### config.mk
export PLATFORM = sky130hd
export DESIGN_NAME = sobel_gradient_direction_top
export DESIGN_NICKNAME = d
export VERILOG_FILES = /design/src/rtl/sgd_pkg.sv /design/src/rtl/sobel_gradient_direction_top.sv
export SDC_FILE = /design/constraint.sdc
export NUM_CORES = 2
export LEC_CHECK = 0
export ABC_AREA = 1
export ABC_CLOCK_PERIOD_IN_PS = 6800
export CORE_MARGIN = 5
export CORE_UTILIZATION = 33
export CTS_BUF_LIST = sky130_fd_sc_hd__clkbuf_8
export CTS_CLUSTER_SIZE = 30
export DETAILED_ROUTE_END_ITERATION = 12
export DONT_BUFFER_PORTS = 1
export GPL_TIMING_DRIVEN = 0
export SLEW_MARGIN = 20
export SYNTH_ARGS = -nofsm -noshare
export SYNTH_HDL_FRONTEND = slang
export SYNTH_SLANG_ARGS = --single-unit
### constraint.sdc
create_clock -name clk -period 6.8 [get_ports clk]
set_input_delay 1.02 -clock clk [delete_from_list [all_inputs] [get_ports clk]]
set_output_delay 1.02 -clock clk [all_outputs]
set_load 0.01 [all_outputs]
### src/rtl/sgd_pkg.sv
`default_nettype none
// ----------------------------------------------------------------------------
// sgd_pkg: shared types and constants for the sobel gradient block
// tangent thresholds in q2.32, direction codes, one square-root digit step
// ----------------------------------------------------------------------------
package sgd_pkg;

  localparam int PIX_W  = 8;
  localparam int GRAD_W = 10;                // |gx|, |gy| up to 1020
  localparam int SQ_W   = 2 * GRAD_W;        // one square
  localparam int SUM_W  = SQ_W + 1;          // sum of two squares
  localparam int RAD_W  = 16;                // radicand below 65536
  localparam int ROOT_W = RAD_W / 2;
  localparam int REM_W  = ROOT_W + 2;
  localparam int THR_W  = 34;                // q2.32 tangent, integer part < 4
  localparam int PROD_W = THR_W + GRAD_W;

  // tan of the bin edges, angle in degrees with pi taken as 22/7
  localparam logic [THR_W-1:0] TAN_Q32_1DEG  = 34'd74999114;
  localparam logic [THR_W-1:0] TAN_Q32_11DEG = 34'd835201507;
  localparam logic [THR_W-1:0] TAN_Q32_61DEG = 34'd7756162675;
  localparam logic [THR_W-1:0] TAN_Q32_70DEG = 34'd11818405078;

  typedef enum logic [1:0] {
    DIR_0   = 2'd0,
    DIR_45  = 2'd1,
    DIR_90  = 2'd2,
    DIR_135 = 2'd3
  } dir_bin_t;

  typedef struct packed {
    logic [REM_W-1:0]  rem;
    logic [ROOT_W-1:0] root;
    logic [RAD_W-1:0]  rad;    // radicand bits not yet consumed, msb first
    logic              clip;
    dir_bin_t          bin;
  } sqrt_t;

  // one restoring square-root digit
  function automatic sqrt_t sqrt_step(input sqrt_t s);
    sqrt_t             r;
    logic [REM_W+1:0]  rem_t;
    logic [REM_W+1:0]  trial;
    begin
      r     = s;
      rem_t = {s.rem, s.rad[RAD_W-1 -: 2]};
      trial = {2'b00, s.root, 2'b01};
      r.rad = {s.rad[RAD_W-3:0], 2'b00};
      if (rem_t >= trial) begin
        r.rem  = REM_W'(rem_t - trial);
        r.root = {s.root[ROOT_W-2:0], 1'b1};
      end else begin
        r.rem  = REM_W'(rem_t);
        r.root = {s.root[ROOT_W-2:0], 1'b0};
      end
      return r;
    end
  endfunction

endpackage
`default_nettype wire

### src/rtl/sobel_gradient_direction_top.sv
`default_nettype none
// ----------------------------------------------------------------------------
// sobel_gradient_direction_top: sobel 3x3 magnitude and quantized direction
// gradients, squares and tangent tests, then a four-stage square root
//
//   channel | dir | fields (lsb first)
//   in_     | in  | top_left top_mid top_right mid_left mid_right
//           |     | bottom_left bottom_mid bottom_right (8 bits each)
//   out_    | out | magnitude[7:0] magnitude_clipped[8] direction_bin[10:9]
//
// one window per cycle unless back-pressure at the output fills the pipeline
// most stages are the square root, two root bits per stage over four stages
// each stage moves when it is empty or the stage after it moves, so bubbles
// close up and an input beat is taken while a result waits at the output
// synchronous active-low reset clears the valid bits only
// ----------------------------------------------------------------------------
module sobel_gradient_direction_top (
  input  wire logic        clk,
  input  wire logic        rst_n,
  input  wire logic        in_tvalid,
  output logic             in_tready,
  input  wire logic [63:0] in_tdata,   // top_left, top_mid, top_right, mid_left,
                                       // mid_right, bottom_left, bottom_mid,
                                       // bottom_right
  output logic             out_tvalid,
  input  wire logic        out_tready,
  output logic [15:0]      out_tdata   // magnitude, magnitude_clipped,
                                       // direction_bin, zero fill
);
  import sgd_pkg::*;

  localparam int NSTG = 7;
  localparam int NSQ  = 4;

  logic [NSTG-1:0] vld_r;
  logic [NSTG-1:0] en;
  logic [NSTG-1:0] vld_in;

  // pipeline control
  always_comb begin
    en[NSTG-1] = !vld_r[NSTG-1] || out_tready;
    for (int k = NSTG - 2; k >= 0; k--) begin
      en[k] = !vld_r[k] || en[k+1];
    end
    vld_in[0] = in_tvalid;
    for (int k = 1; k < NSTG; k++) begin
      vld_in[k] = vld_r[k-1];
    end
  end

  always_ff @(posedge clk) begin
    if (!rst_n) begin
      vld_r <= '0;
    end else begin
      for (int k = 0; k < NSTG; k++) begin
        if (en[k]) begin
          vld_r[k] <= vld_in[k];
        end
      end
    end
  end

  assign in_tready = en[0];

  // stage 0: sobel sums and absolute gradients
  logic [PIX_W-1:0]  tl, tm, tr, ml, mr, bl, bm, br;
  logic [GRAD_W-1:0] xp, xn, yp, yn;
  logic [GRAD_W:0]   dx, dy;
  logic [GRAD_W-1:0] ax_nxt, ay_nxt;
  logic [GRAD_W-1:0] ax_r, ay_r;
  logic              negx_r, negy_r;

  assign tl = in_tdata[7:0];
  assign tm = in_tdata[15:8];
  assign tr = in_tdata[23:16];
  assign ml = in_tdata[31:24];
  assign mr = in_tdata[39:32];
  assign bl = in_tdata[47:40];
  assign bm = in_tdata[55:48];
  assign br = in_tdata[63:56];

  always_comb begin
    xp = GRAD_W'(tr) + {1'b0, mr, 1'b0} + GRAD_W'(br);
    xn = GRAD_W'(tl) + {1'b0, ml, 1'b0} + GRAD_W'(bl);
    yp = GRAD_W'(tl) + {1'b0, tm, 1'b0} + GRAD_W'(tr);
    yn = GRAD_W'(bl) + {1'b0, bm, 1'b0} + GRAD_W'(br);
    dx = {1'b0, xp} - {1'b0, xn};
    dy = {1'b0, yp} - {1'b0, yn};
    ax_nxt = dx[GRAD_W] ? GRAD_W'(-dx) : dx[GRAD_W-1:0];
    ay_nxt = dy[GRAD_W] ? GRAD_W'(-dy) : dy[GRAD_W-1:0];
  end

  always_ff @(posedge clk) begin
    if (en[0]) begin
      ax_r   <= ax_nxt;
      ay_r   <= ay_nxt;
      negx_r <= dx[GRAD_W];
      negy_r <= dy[GRAD_W];
    end
  end

  // stage 1: squares and tangent products
  logic              same;
  logic [THR_W-1:0]  thr_lo, thr_hi;
  logic [SQ_W-1:0]   sqx_r, sqy_r;
  logic [PROD_W-1:0] plo_r, phi_r;
  logic [GRAD_W-1:0] ay1_r;
  logic              axz_r, ayz_r, same_r;

  always_comb begin
    same   = (negx_r == negy_r);
    thr_lo = same ? TAN_Q32_11DEG : TAN_Q32_1DEG;
    thr_hi = same ? TAN_Q32_61DEG : TAN_Q32_70DEG;
  end

  always_ff @(posedge clk) begin
    if (en[1]) begin
      sqx_r  <= ax_r * ax_r;
      sqy_r  <= ay_r * ay_r;
      plo_r  <= PROD_W'(thr_lo) * PROD_W'(ax_r);
      phi_r  <= PROD_W'(thr_hi) * PROD_W'(ax_r);
      ay1_r  <= ay_r;
      axz_r  <= (ax_r == '0);
      ayz_r  <= (ay_r == '0);
      same_r <= same;
    end
  end

  // stage 2: sum of squares, overflow, direction bin
  logic [SUM_W-1:0]  sum;
  logic [PROD_W-1:0] ay_sh;
  logic              lt_lo, lt_hi;
  dir_bin_t          bin_nxt;
  logic [RAD_W-1:0]  rad_r;
  logic              clip_r;
  dir_bin_t          bin_r;

  always_comb begin
    sum   = SUM_W'(sqx_r) + SUM_W'(sqy_r);
    ay_sh = {2'b00, ay1_r, 32'd0};
    lt_lo = ay_sh < plo_r;
    lt_hi = ay_sh < phi_r;
    priority if (axz_r) begin
      bin_nxt = ayz_r ? DIR_0 : DIR_90;
    end else if (ayz_r || lt_lo) begin
      bin_nxt = DIR_0;
    end else if (lt_hi) begin
      bin_nxt = same_r ? DIR_45 : DIR_135;
    end else begin
      bin_nxt = DIR_90;
    end
  end

  always_ff @(posedge clk) begin
    if (en[2]) begin
      rad_r  <= sum[RAD_W-1:0];
      clip_r <= (sum[SUM_W-1:RAD_W] != '0);
      bin_r  <= bin_nxt;
    end
  end

  // stages 3 to 6: square root, two digits per stage
  sqrt_t sq_r  [NSQ];
  sqrt_t sq_in [NSQ];

  always_comb begin
    sq_in[0].rem  = '0;
    sq_in[0].root = '0;
    sq_in[0].rad  = rad_r;
    sq_in[0].clip = clip_r;
    sq_in[0].bin  = bin_r;
    for (int k = 1; k < NSQ; k++) begin
      sq_in[k] = sq_r[k-1];
    end
  end

  always_ff @(posedge clk) begin
    for (int k = 0; k < NSQ; k++) begin
      if (en[3+k]) begin
        sq_r[k] <= sqrt_step(sqrt_step(sq_in[k]));
      end
    end
  end

  // output
  logic [ROOT_W-1:0] mag;

  assign mag        = sq_r[NSQ-1].clip ? '1 : sq_r[NSQ-1].root;
  assign out_tvalid = vld_r[NSTG-1];
  assign out_tdata  = {5'd0, sq_r[NSQ-1].bin, sq_r[NSQ-1].clip, mag};

endmodule
`default_nettype wire

==> impl_metrics.yaml <==
status:
  status: "finished clean"
die:
  io_pins: 86
  start_util_pct: 33.1
  die_h_um: 332
  die-area_sq_um: 110000
  core_area_sq_um: 103000
  fp-row-count: 118
  die_x_um: 332
layout:
  finish.utilization_pct: 36.4
  area_delta_synth_final_pct: 9.96
  layout.nets: 4864
  layout-drive-gt1-share_pct: 5.47
  layout.cells.most_common_list: "896 x inv_1, 628 x nand2_1, 437 x ha_1"
  final_common_cell: "inv_1"
timing:
  timing.fmax_mhz: 153
  slew_violations: 0
  hold_viol: 0
  setup_viol: 0
  skew_ns: 0.0708
  holdWs_ns: 0.410
  timing.final.crit_share_pct: 96.4
  maxSlewHeadroom_pct: 38.5
  worst_slew_pin_slew_ns: 0.922
  period_minus_slack_ns: 6.55
synthesis:
  synth_top_area_share_pct: 24.6
  synth_top_cell_by_area: "fa_1"
  synthesis.area_sq_um: 34100
  synthCells: 3823
  async_flop_share_pct: 0
  ys_types: 51
  synth_area_leaders: "fa_1 25%, edfxtp_1 23%, ha_1 16%"
  synth_area_per_cell_sq_um: 8.93
  ys_ff_latch: 263
  yosys_warnings: 0
  ys.flop_type: "edfxtp_1"
  yosysSeqAreaShare_pct: 22.9
  synth_edf_count: 256
placed_design:
  io_buffers: 0
  post-dp-hpwl_um: 70600
  place_congestion: 0.946
drt:
  avgViaCountPerCell: 4.61
  wirelength_um: 83300
  firstDrtPassIters: 7
  wl_per_cell_um: 15.5
  drc: 0
  vias: 24700
  dr.first_iter.drc_count: 1313
  ant_nets: 0
critical_path:
  cp_max_fo: 10
  path_class: "flop to flop"
  worstPathRequired_ns: 7.30
  arrival_ns: 7.05
  startpoint_type: "flop"
  critPathCaptureType: "flop"
global_route:
  grt_overflow: 0
  grt_pass1_vias: 25700
  antenna_found_initial: 1
  grt_max_degree: 37
  grt_usage_pct: 15.1
  grt_first_pass_wirelength_um: 135000
hold_path:
  hold_path.class: "flop to flop"
flow_run:
  cap_viol_max_count: 0
cts:
  root_buffer: "clkbuf_8"
  cts_max_level: 2
  clock_latency_ns: 0.71
  clock_path_buffers: 3
  tritoncts: "done"
  clock-sinks: 263
  cts.clk_slew.worst_paths_ns: 0.06
  holdBufCountCts: 0
  cts_made_buffers: 50
==> registers in the layout, summed over array words and instances, names as in the netlist <==
signal  flops
ay1_r       9
sq_r       83
phi_r      44
ayz_r       1
vld_r       7
negy_r      1
negx_r      1
bin_r       2
clip_r      1
sqx_r      19
ax_r       10
rad_r      16
same_r      1
sqy_r      19
ay_r       10
axz_r       1
plo_r      38
==> synthesized netlist by cell type, types with 6 or more instances <==
| master | n |
|---|---|
| inv_1 | 886 |
| nand2_1 | 629 |
| ha_1 | 437 |
| fa_1 | 419 |
| nor2_1 | 264 |
| edfxtp_1 | 256 |
| a21oi_1 | 203 |
| nand3_1 | 134 |
| xor2_1 | 133 |
| o21ai_0 | 124 |
| xnor2_1 | 44 |
| nand4_1 | 31 |
| nor4_1 | 27 |
| nor3_1 | 25 |
| or2_2 | 22 |
| clkbuf_1 | 20 |
| a21o_1 | 18 |
| o21a_1 | 13 |
| a31oi_1 | 11 |
| o21bai_1 | 11 |
| a211oi_1 | 10 |
| and3_1 | 9 |
| buf_4 | 9 |
| nand2_2 | 9 |
| a21boi_0 | 7 |
| dfxtp_1 | 7 |
| o31ai_1 | 6 |
==> path summary, 6_finish.rpt <==
kind                               endpoint        from  slack (ns)  cells after the start
worst min register to register  sq_r[2][11]  sq_r[1][7]        0.41                      0
worst max-delay path              phi_r[36]      negy_r        0.25                     24
worst max register to register    phi_r[36]      negy_r        0.25                     24
worst min-delay path            sq_r[2][11]  sq_r[1][7]        0.41                      0
==> through the flow <==
step	area (sq um)	setup slack (ns)	setup TNS, ns	cells
3_5_place_dp	36100	-1.28	-38.16	5236
4_1_cts	37200	-0.0741	-0.0741	5338
2_1_floorplan	34200	0.904	0	3850
6_report	37500	0.246	0	5363
5_1_grt	37500	-0.0187	-0.0299	5363
3_3_place_gp	36000	-1.21	-182.63	5230
==> logic make-up (layout without fill, tap and decap cells) <==
logic type	count (synthesis)	in the layout	synth area share [%]
AO/OA/AOI/OAI	415	415	6.69
XOR/XNOR	177	177	4.54
adder cells (fa/ha/maj)	856	856	40.6
buffers and inverters	926	1058	10.3
flip-flops	263	263	22.9
multiplexers	1	1	0.0330
other	2	30	0.0220
AND/OR/NAND/NOR	1183	1183	14.8
==> what timing repair did <==
action | CTS | global route
pin swaps | 1 | 4
buffers inserted | 8 | 23
gates cloned | 0 | 2
gates resized for setup | 23 | 26
setup endpoints to repair | 64 | 36
==> worst max-delay path: stages (launching register included) <==
cell and delay, ns:
edfxtp_1 0.38, or2_2 0.30, nand2_1 0.22, inv_1 0.17, clkbuf_4 0.29, nor2_4 0.24, inv_1 0.16, fa_1 0.57
inv_1 0.06, fa_1 0.47, inv_1 0.05, fa_1 0.53, inv_1 0.05, fa_1 0.50, inv_1 0.05, fa_1 0.50
inv_1 0.04, ha_1 0.37, nand2_1 0.12, nor2_1 0.18, inv_1 0.08, nor4_1 0.45, nand4_1 0.21, nand3_1 0.19
xor2_1 0.21
==> area by class of cell <==
| class | instances | area, sq um |
|---|---|---|
| multi-input cells | 2661 | 23000 |
| diodes | 1 | 2.50 |
| fillers | 10700 | 65500 |
| repair inverters | 2 | 10.0 |
| clock inverters | 39 | 262 |
| flip-flops and latches | 263 | 7830 |
| plain buffers | 33 | 179 |
| well taps | 1380 | 1730 |
| repair buffers | 38 | 383 |
| inverters | 891 | 3370 |
| clock buffers | 55 | 757 |
==> layer usage <==
layer / track usage (%) / wire [um] / vias up / share of wire, %
met4: 4.80 / 2840 / 0 / 3.4
met2: 25.7 / 38900 / 605 / 47
met1: 19.8 / 37000 / 11600 / 44
met5: 0 / 0 / - / 0
met3: 2.49 / 4570 / 156 / 5.5
li1: - / - / 12300 / -
Power is left out: the tool's default activity adds up to more than one toggle a clock period on the data nets, which glitch-free logic cannot reach.
